===== src/design/dpb_pkg.sv =====
`timescale 1ns / 1ps
`default_nettype none

package dpb_pkg;

  // Field widths
  localparam int unsigned COORD_BITS_DEF = 12;
  localparam int unsigned DEPTH_W        = 16;
  localparam int unsigned COLOR_W        = 8;
  localparam int unsigned CTR_W          = 20;
  localparam int unsigned CTR_FRAC       = 8;
  localparam int unsigned RECIP_W        = 32;
  localparam int unsigned QW             = 32;

  // Configuration port
  localparam int unsigned CFG_IDX_W  = 3;
  localparam int unsigned CFG_DATA_W = 32;

  typedef enum logic [CFG_IDX_W-1:0] {
    CFG_CENTER_X        = 3'd0,
    CFG_CENTER_Y        = 3'd1,
    CFG_INV_FOCAL_X     = 3'd2,
    CFG_INV_FOCAL_Y     = 3'd3,
    CFG_INV_DEPTH_SCALE = 3'd4,
    CFG_NEAR_LIMIT      = 3'd5,
    CFG_FAR_LIMIT       = 3'd6
  } cfg_idx_t;

  // Register reset values
  localparam logic [CTR_W-1:0]   RST_CENTER_X        = 20'd81562;
  localparam logic [CTR_W-1:0]   RST_CENTER_Y        = 20'd65357;
  localparam logic [RECIP_W-1:0] RST_INV_FOCAL_X     = 32'd8302662;
  localparam logic [RECIP_W-1:0] RST_INV_FOCAL_Y     = 32'd8315522;
  localparam logic [RECIP_W-1:0] RST_INV_DEPTH_SCALE = 32'd858993;
  localparam logic [QW-1:0]      RST_NEAR_LIMIT      = 32'd13107;
  localparam logic [QW-1:0]      RST_FAR_LIMIT       = 32'd196608;

  typedef struct packed {
    logic [CTR_W-1:0]   center_x;
    logic [CTR_W-1:0]   center_y;
    logic [RECIP_W-1:0] inv_focal_x;
    logic [RECIP_W-1:0] inv_focal_y;
    logic [RECIP_W-1:0] inv_depth_scale;
    logic [QW-1:0]      near_limit;
    logic [QW-1:0]      far_limit;
  } cfg_t;

  // Per-stage load enables, shared by every unit of the pipeline.
  typedef struct packed {
    logic s1_load;
    logic s2_load;
    logic s3_load;
    logic s4_load;
  } stage_ctrl_t;

endpackage

`default_nettype wire


===== src/design/dpb_depth_unit.sv =====
`timescale 1ns / 1ps
`default_nettype none

module dpb_depth_unit (
  input  logic                          clk,
  input  dpb_pkg::stage_ctrl_t          ctrl,
  input  logic [dpb_pkg::DEPTH_W-1:0]   depth_code,
  input  logic [dpb_pkg::RECIP_W-1:0]   inv_depth_scale,
  input  logic [dpb_pkg::QW-1:0]        near_limit,
  input  logic [dpb_pkg::QW-1:0]        far_limit,
  output logic [dpb_pkg::QW-1:0]        z,
  output logic                          keep
);
  import dpb_pkg::*;

  localparam int unsigned PROD_W = DEPTH_W + RECIP_W;
  localparam int unsigned Z_LSB  = PROD_W - QW;

  logic [PROD_W-1:0] prod_r;
  logic              nz_r;

  // Stage 1 scales the depth code; stage 2 slices out z and range-checks it.
  always_ff @(posedge clk) begin
    if (ctrl.s1_load) begin
      prod_r <= PROD_W'(depth_code) * PROD_W'(inv_depth_scale);
      nz_r   <= (depth_code != '0);
    end
  end

  assign z    = prod_r[PROD_W-1:Z_LSB];
  assign keep = nz_r && (z >= near_limit) && (z <= far_limit);

endmodule

`default_nettype wire


===== config.mk =====
export PLATFORM = sky130hd
export DESIGN_NAME = dpb_depth_unit
export DESIGN_NICKNAME = d
export VERILOG_FILES = /design/src/design/dpb_pkg.sv /design/src/design/dpb_depth_unit.sv
export SDC_FILE = /design/constraint.sdc
export NUM_CORES = 1
export LEC_CHECK = 0
export CAP_MARGIN = 10
export CORE_UTILIZATION = 30
export DETAILED_ROUTE_END_ITERATION = 16
export DONT_BUFFER_PORTS = 1
export PLACE_DENSITY = 0.43
export SYNTH_ARGS = -nofsm -noshare
export SYNTH_HDL_FRONTEND = slang
export SYNTH_SLANG_ARGS = --single-unit

===== constraint.sdc =====
create_clock -name clk -period 7.9 [get_ports clk]
set_clock_uncertainty 0.1 [all_clocks]
set_input_delay 0.395 -clock clk [delete_from_list [all_inputs] [get_ports clk]]
set_output_delay 0.395 -clock clk [all_outputs]
set_load 0.1 [all_outputs]

==> flow_metrics.tcl <==
set metrics [dict create \
    antenna_found_initial 2 \
    path_class "primary input to register" \
    synthArstFlopShare_pct 0 \
    worst_pin_slew_ns 1.20 \
    drt-initial-drc-count 571 \
    wl_um 51800 \
    cts_tree "yes" \
    rsz0062_at_grt "false" \
    hold_violations 0 \
    die-width_um 249 \
    cts_resized 0 \
    vias 13181 \
    track_usage_pct 17.7 \
    syn_area_um2 18300 \
    cts_hold_buf 0 \
    fmax_mhz 159 \
    setup_viol 0 \
    root_buffer "clkbuf_16" \
    grt_overflow 0 \
    area_growth_pct 4.61 \
    route.detailed.drc 0 \
    synth_edf_count 33 \
    fin_area_um2 19100 \
    dpl-instance-area_um2 18900 \
    crit_path_end_kind "register" \
    cp-start-kind "primary input" \
    fin_crit_ns 6.28 \
    grt_start_max_net_pins 34 \
    drv_cap 0 \
    setup-tns-final_ns 0 \
    ys.flop_type "edfxtp_1" \
    place_ws_ns 1.31 \
    drtPass1Iterations 5 \
    numClockSinks 33 \
    holdWs_ns 0.130 \
    diodes 0 \
    postSynthCellCount 2041 \
    critical_path.endpoint "prod_r[37]" \
    status "finished clean" \
    via_per_inst 4.79 \
    cts_made_buffers 5 \
    yosysWarnings 0 \
    avgSynthCellArea_um2 8.94 \
    slew_violations 0 \
    synth_seq_area_share_pct 5.43 \
    cts_setup_buffers 0 \
    first_global_vias 15118 \
    drive_gt1_share_pct 0.915 \
    die_area_um2 61800 \
    ant_nets 0 \
    fin_crit_sh_pct 79.5 \
    crit_start "depth_code[4]" \
    grt_first_pass_wirelength_um 84800 \
    synth_seq_cells 33 \
    htreeDepth 2 \
    path_max_fanout 33 \
    layout_setup_ws_ns 1.62 \
    cp.arrival_ns 6.21 \
    dp_hpwl_um 40500 \
    hold_path.class "primary input to register" \
    start_util_pct 30.3 \
    coreArea_um2 60200 \
    row_count 90 \
    slew_headroom_pct 19.8 \
    ys_types 49 \
    wl_per_cell_um 18.9 \
    nets 2681 \
    routabilityCongestion 0.799 \
    io_buffers 0 \
    synth_nets 2756 \
    clock_path_buffers 2 \
    clkTransAtPathRegs_ns 0.06 \
    worstPathRequired_ns 7.83 \
    die_h_um 249 \
    ios 150 \
]
-- per-layer routing --
metal	global-route usage, %	vias to the layer above	wire length [um]
li1	-	5928	-
met3	2.21	44	2090
met2	33.0	233	26900
met1	22.1	6976	22000
met5	0	-	0
met4	2.59	0	775
-- synthesized netlist by cell type, drive strengths merged (12+ instances only) --
master,count,area [um2]
xnor2,20,175
nand4,22,138
fa,417,8350
o21ai,21,105
a21oi,54,270
and2,215,1350
clkbuf,82,308
edfxtp,33,991
nand2,327,1230
a21o,55,414
nor2,18,67.6
xor2,12,105
inv,503,1890
ha,181,2260
-- cell usage in the layout, fill, tap and decap left out, types with 6 or more instances in the layout --
master	n
and3_1	6
a21o_1	54
a21oi_1	53
inv_1	503
fa_1	417
nand3_1	8
and2_1	215
o21ai_0	16
ha_1	181
xnor2_1	20
edfxtp_1	33
nor4_1	7
nor3_1	6
nor2_1	18
nand2_1	327
xor2_1	12
nand4_1	22
-- stage by stage --
step                      util (%)  instances
final                         31.7       2749
after global routing          31.7       2749
after CTS                     31.7       2749
after detailed placement      31.4       2741
after global placement        31.4       2741
after floorplan                  -       2041
-- flip-flops by register name (all words and copies together) (netlist names) --
name,flops
prod_r,32
nz_r,1
-- area by class of cell --
class                      instances  area, um2
clock inverter                     3       41.3
inverter                         503       1890
fill                            6364      41200
clock buffer                       5        125
tap                              782        978
multi-input combinational       1423      15100
sequential                        33        991
-- how the worst min path moves through the flow --
stage / start / end / slack (ns) / cells after the start
floorplan: ctrl[3] / nz_r / 0.41 / 0
global placement: ctrl[3] / prod_r[19] / 0.41 / 0
detailed placement: ctrl[3] / prod_r[18] / 0.41 / 0
CTS: ctrl[3] / prod_r[18] / 0.11 / 0
global route: ctrl[3] / prod_r[21] / 0.11 / 0
finish: ctrl[3] / prod_r[20] / 0.13 / 0
-- worst max-delay path, stage by stage --
cell and delay, ns:
and2_1 0.16, fa_1 0.54, inv_1 0.05, fa_1 0.47, fa_1 0.52, inv_1 0.05, fa_1 0.45, fa_1 0.52
inv_1 0.05, fa_1 0.47, inv_1 0.04, ha_1 0.34, nand2_1 0.15, or4_1 0.60, a21oi_1 0.33, o211ai_2 0.19
o21ba_2 0.31, o21ai_1 0.29, a21boi_1 0.13, xnor2_1 0.15
-- cell families (layout without fill, tap and decap cells) --
group / Yosys count / count (layout) / share of synthesized area [%]
simple gates: 625 / 625 / 16.6
fa+ha+maj: 598 / 598 / 58.2
buf+inv: 585 / 511 / 12.0
compound gates: 168 / 168 / 6.21
flops: 33 / 33 / 5.43
xor+xnor: 32 / 32 / 1.54
Power is left out: the tool's default activity adds up to more than one toggle a clock period on the data nets, which glitch-free logic cannot reach.
