==> config.mk <==
export PLATFORM = sky130hd
export DESIGN_NAME = dpb_cfg_regs
export DESIGN_NICKNAME = d
export VERILOG_FILES = /design/src/design/dpb_pkg.sv /design/src/design/dpb_cfg_regs.sv
export SDC_FILE = /design/constraint.sdc
export NUM_CORES = 1
export LEC_CHECK = 0
export BUFFER_PORTS_ARGS = -buffer_cell sky130_fd_sc_hd__buf_2
export CORE_UTILIZATION = 46
export CTS_CLUSTER_SIZE = 28
export DETAILED_ROUTE_END_ITERATION = 10
export PLACE_DENSITY = 0.81
export SYNTH_ARGS = -nofsm -noshare
export SYNTH_HDL_FRONTEND = slang
export SYNTH_SLANG_ARGS = --single-unit
==> constraint.sdc <==
create_clock -name clk -period 1.22 [get_ports clk]
set_input_delay 0.122 -clock clk [delete_from_list [all_inputs] [get_ports clk]]
set_output_delay 0.122 -clock clk [all_outputs]
set_load 0.01 [all_outputs]
==> src/design/dpb_pkg.sv <==
`timescale 1ns / 1ps
`default_nettype none

package dpb_pkg;

  // Field widths
  localparam int unsigned COORD_BITS_DEF = 12;
  localparam int unsigned DEPTH_W        = 16;
  localparam int unsigned COLOR_W        = 8;
  localparam int unsigned CTR_W          = 20;
  localparam int unsigned CTR_FRAC       = 8;
  localparam int unsigned RECIP_W        = 32;
  localparam int unsigned QW             = 32;

  // Configuration port
  localparam int unsigned CFG_IDX_W  = 3;
  localparam int unsigned CFG_DATA_W = 32;

  typedef enum logic [CFG_IDX_W-1:0] {
    CFG_CENTER_X        = 3'd0,
    CFG_CENTER_Y        = 3'd1,
    CFG_INV_FOCAL_X     = 3'd2,
    CFG_INV_FOCAL_Y     = 3'd3,
    CFG_INV_DEPTH_SCALE = 3'd4,
    CFG_NEAR_LIMIT      = 3'd5,
    CFG_FAR_LIMIT       = 3'd6
  } cfg_idx_t;

  // Register reset values
  localparam logic [CTR_W-1:0]   RST_CENTER_X        = 20'd81562;
  localparam logic [CTR_W-1:0]   RST_CENTER_Y        = 20'd65357;
  localparam logic [RECIP_W-1:0] RST_INV_FOCAL_X     = 32'd8302662;
  localparam logic [RECIP_W-1:0] RST_INV_FOCAL_Y     = 32'd8315522;
  localparam logic [RECIP_W-1:0] RST_INV_DEPTH_SCALE = 32'd858993;
  localparam logic [QW-1:0]      RST_NEAR_LIMIT      = 32'd13107;
  localparam logic [QW-1:0]      RST_FAR_LIMIT       = 32'd196608;

  typedef struct packed {
    logic [CTR_W-1:0]   center_x;
    logic [CTR_W-1:0]   center_y;
    logic [RECIP_W-1:0] inv_focal_x;
    logic [RECIP_W-1:0] inv_focal_y;
    logic [RECIP_W-1:0] inv_depth_scale;
    logic [QW-1:0]      near_limit;
    logic [QW-1:0]      far_limit;
  } cfg_t;

  // Per-stage load enables, shared by every unit of the pipeline.
  typedef struct packed {
    logic s1_load;
    logic s2_load;
    logic s3_load;
    logic s4_load;
  } stage_ctrl_t;

endpackage

`default_nettype wire

==> src/design/dpb_cfg_regs.sv <==
`timescale 1ns / 1ps
`default_nettype none

module dpb_cfg_regs (
  input  logic                            clk,
  input  logic                            rst_n,
  input  logic                            cfg_we,
  input  logic [dpb_pkg::CFG_IDX_W-1:0]   cfg_index,
  input  logic [dpb_pkg::CFG_DATA_W-1:0]  cfg_wdata,
  output dpb_pkg::cfg_t                   cfg
);
  import dpb_pkg::*;

  cfg_t cfg_r;
  cfg_t cfg_nxt;

  // Writes to an index past the register list leave everything unchanged.
  always_comb begin
    cfg_nxt = cfg_r;
    if (cfg_we) begin
      case (cfg_index)
        CFG_CENTER_X:        cfg_nxt.center_x        = cfg_wdata[CTR_W-1:0];
        CFG_CENTER_Y:        cfg_nxt.center_y        = cfg_wdata[CTR_W-1:0];
        CFG_INV_FOCAL_X:     cfg_nxt.inv_focal_x     = cfg_wdata[RECIP_W-1:0];
        CFG_INV_FOCAL_Y:     cfg_nxt.inv_focal_y     = cfg_wdata[RECIP_W-1:0];
        CFG_INV_DEPTH_SCALE: cfg_nxt.inv_depth_scale = cfg_wdata[RECIP_W-1:0];
        CFG_NEAR_LIMIT:      cfg_nxt.near_limit      = cfg_wdata[QW-1:0];
        CFG_FAR_LIMIT:       cfg_nxt.far_limit       = cfg_wdata[QW-1:0];
        default:             cfg_nxt                 = cfg_r;
      endcase
    end
  end

  always_ff @(posedge clk) begin
    if (!rst_n) begin
      cfg_r.center_x        <= RST_CENTER_X;
      cfg_r.center_y        <= RST_CENTER_Y;
      cfg_r.inv_focal_x     <= RST_INV_FOCAL_X;
      cfg_r.inv_focal_y     <= RST_INV_FOCAL_Y;
      cfg_r.inv_depth_scale <= RST_INV_DEPTH_SCALE;
      cfg_r.near_limit      <= RST_NEAR_LIMIT;
      cfg_r.far_limit       <= RST_FAR_LIMIT;
    end else begin
      cfg_r <= cfg_nxt;
    end
  end

  assign cfg = cfg_r;

endmodule

`default_nettype wire

==> flow_summary.yaml <==
outcome:
  outcome: "complete, no violations"
power:
  p_sw_mw: 3.28
  seq_power_share_pct: 49.2
  cellLeakagePower_nw: 5.09
  p_comb_share_pct: 7.9
  p_clk_share_pct: 42.9
  power.density_nw_per_um2: 1370
  power_mw: 13.7
  peakVddDrop_v: 0.00107
  sw_frac_of_total_pct: 23.9
  internal-power_mw: 10.4
sta:
  fmax_mhz: 940
  slew_headroom_pct: 71.4
  min_period_over_period_pct: 87.2
  final.setup.tns_ns: 0
  rsz0062_at_grt: "false"
  worst-slew-pin-transition_ns: 0.428
  final_hold_viol_count: 0
  setup_viol: 0
  maxSlewViolCount: 0
  final_period_minus_worst_setup_slack_ns: 1.06
  finalClockSkew_ns: 0
detailed_routing:
  post_drt_via_cell_ratio: 4.86
  routed-via-count: 5887
  totalWireLength_mm: 20.2
  drc_errors: 0
  drt-pass1-iter-count: 4
  detail_route.iter0.violations: 202
  detail-route-antenna-nets: 0
  post_drt_wl_per_cell_um: 16.7
floorplan:
  num_rows: 46
  floorplan.die.width_um: 130
  design.die.area_um2: 17000
  num_io_pins: 238
  core_area_um2: 16000
  initial_utilization_pct: 47.3
  die_y_um: 130
global_routing:
  number_of_global_route_vias_before_repair: 5670
  antenna_found_initial: 0
  grt_first_pass_wirelength_mm: 30.2
  grt-ovfl-total: 0
  gr-usage-all-layers_pct: 23.6
  grt_start_max_net_pins: 44
clock_network:
  cts.sinks: 200
  tritoncts_buffer_count: 17
  reg_clk_slew_reported_paths_ns: 0.07
  cts_repair_resize_count: 0
  worst_skew_pair.late_latency_ns: 0.42
  cts_root_buffer: "sky130_fd_sc_hd__clkbuf_16"
  cts_tree: "done"
  h-tree-depth: 4
  clockBufferDepth: 2
yosys:
  synth_compound_gate_area_share_pct: 0
  yosysUniqueCellTypes: 17
  synth_top_family_by_area: "multiplexers"
  postSynthNetCount: 758
  adder_cell_share_of_the_synthesized_area_pct: 0
  synth.ff_latch_count: 200
  number_of_instances_in_the_synthesized_netlist: 720
  synth.yosys.seq_area_share_pct: 52.9
  syn_area_per_cell_um2: 10.5
  synthSimpleGateAreaFrac_pct: 17.2
  yosysWarningCount: 0
  muxShareOfSynthArea_pct: 26.5
  syn-cell-area_um2: 7570
  post_synthesis_xor_xnor_area_fraction_pct: 0
placed_design:
  globalplace.congestion: 0.753
  place.port_buffers: 237
  detailed_place_hpwl_mm: 14.6
critical_path:
  worstPathBufferInverterCount: 1
  critical_path_peak_fanout: 2
  timing.critical_path.to_type: "output pin"
  timing.critical_path.cells: "buf_2"
  worst_path_dominant_cell_family: "flip-flops"
  crit_path_max_incr_delay_ns: 0.37
  critPathRequiredTime_ns: 1.10
  worstSetupPathType: "reg -> out"
  timing.critical_path.arrival_ns: 0.94
  worst_setup_path_start_kind: "flip-flop"
  critical-path-slowest-cell: "sky130_fd_sc_hd__dfxtp_1"
layout:
  max_ffs_per_register: 200
  share_of_cells_above_drive_strength_1_pct: 32.0
  finish.net_count: 1020
  synthToLayoutAreaGrowth_pct: 32.6
hold_path:
  type_of_the_worst_min_delay_path: "in -> reg"
job:
  cap_viol_max_count: 0
power by group through the flow:
| stage | Combinational, mW | Sequential [mW] | Clock (mW) |
|---|---|---|---|
| 2_1_floorplan | 0.504 | 6.96 | 0 |
| 3_3_place_gp | 1.04 | 6.89 | 0 |
| 3_5_place_dp | 1.05 | 6.89 | 0 |
| 4_1_cts | 1.09 | 6.74 | 5.99 |
| 5_1_grt | 1.17 | 6.76 | 6.27 |
| 6_report | 1.09 | 6.74 | 5.89 |
kinds of logic (layout without fill, tap and decap cells):
group,count (synthesis),in the layout
flip-flops,200,200
multiplexers,200,200
buffers and inverters,54,329
AND/OR/NAND/NOR,266,266
other,0,1
synth_stat cells:
master                        n  area share (%)
sky130_fd_sc_hd__or4b_1       1            0.13
sky130_fd_sc_hd__nand4bb_1    2            0.30
sky130_fd_sc_hd__and4b_1      1            0.13
sky130_fd_sc_hd__buf_6        2            0.30
sky130_fd_sc_hd__buf_1        1           0.050
sky130_fd_sc_hd__mux2i_1    200              26
sky130_fd_sc_hd__nor4bb_1     2            0.26
sky130_fd_sc_hd__buf_2       21             1.4
sky130_fd_sc_hd__nand2_1    165             8.2
sky130_fd_sc_hd__nor2b_1     90             7.4
sky130_fd_sc_hd__clkbuf_1    28             1.4
sky130_fd_sc_hd__buf_12       1            0.26
sky130_fd_sc_hd__dfxtp_1    200              53
sky130_fd_sc_hd__and4bb_2     1            0.17
sky130_fd_sc_hd__nor4b_2      1            0.20
sky130_fd_sc_hd__nand4b_1     3            0.35
sky130_fd_sc_hd__buf_4        1           0.099
metal layers:
layer / track usage [%] / up-vias / routed length [um]
li1: - / 2894 / -
met1: 27.3 / 2809 / 8560
met2: 40.5 / 169 / 9940
met3: 8.69 / 15 / 1530
met4: 6.98 / 0 / 216
met5: 0 / - / 0
through the flow:
step | worst slack (ns) | hold slack, ns | std cells | cell area (um2) | utilization [%]
after global routing | 0.0841 | 0.00579 | 1211 | 10000 | 62.7
final | 0.156 | 0.0156 | 1212 | 10000 | 62.7
after global placement | -0.0590 | 0.405 | 1163 | 9260 | 57.9
after floorplan | -0.0619 | 0.284 | 720 | 7580 | -
after CTS | 0.134 | 0.00145 | 1211 | 10000 | 62.7
after detailed placement | -0.0565 | 0.422 | 1163 | 9260 | 57.9
placed cells by master (no fill, tap or decap), drive strengths merged, types with 2 or more instances in the layout:
cell type    netlist  final
buf               26    281
bufinv             0      3
clkbuf            28     17
clkinv             0      4
clkinvlp           0      3
dfxtp            200    200
dlygate4sd3        0     16
inv                0      5
mux2i            200    200
nand2            165    165
nand4b             3      3
nand4bb            2      2
nor2b             90     90
nor4bb             2      2
path summary, 6_finish.rpt:
path | cells after the start | to | slack, ns | from
max | 1 | cfg[55] | 0.16 | cfg[55]$_SDFFE_PN0P_
min | 3 | cfg[72]$_SDFFE_PN1P_ | 0.02 | cfg_wdata[8]
max reg2reg | 2 | cfg[113]$_SDFFE_PN1P_ | 0.46 | cfg[113]$_SDFFE_PN1P_
min reg2reg | 2 | cfg[159]$_SDFFE_PN0P_ | 0.45 | cfg[159]$_SDFFE_PN0P_
repair_timing:
item | 4_1_cts | 5_1_grt
setup buffers | 0 | 0
hold buffers | 16 | 0
endpoints found under the hold margin | 39 | 0
final cells by class:
cell class | instances | area, um2
clock inverters | 15 | 190
flip-flops and latches | 200 | 4000
well taps | 216 | 270
repair buffers | 297 | 1810
diodes | 1 | 2.50
fillers | 1338 | 5960
clock buffers | 17 | 425
multi-input cells | 466 | 3340
No activity file was read; power rests on OpenSTA's default activity.
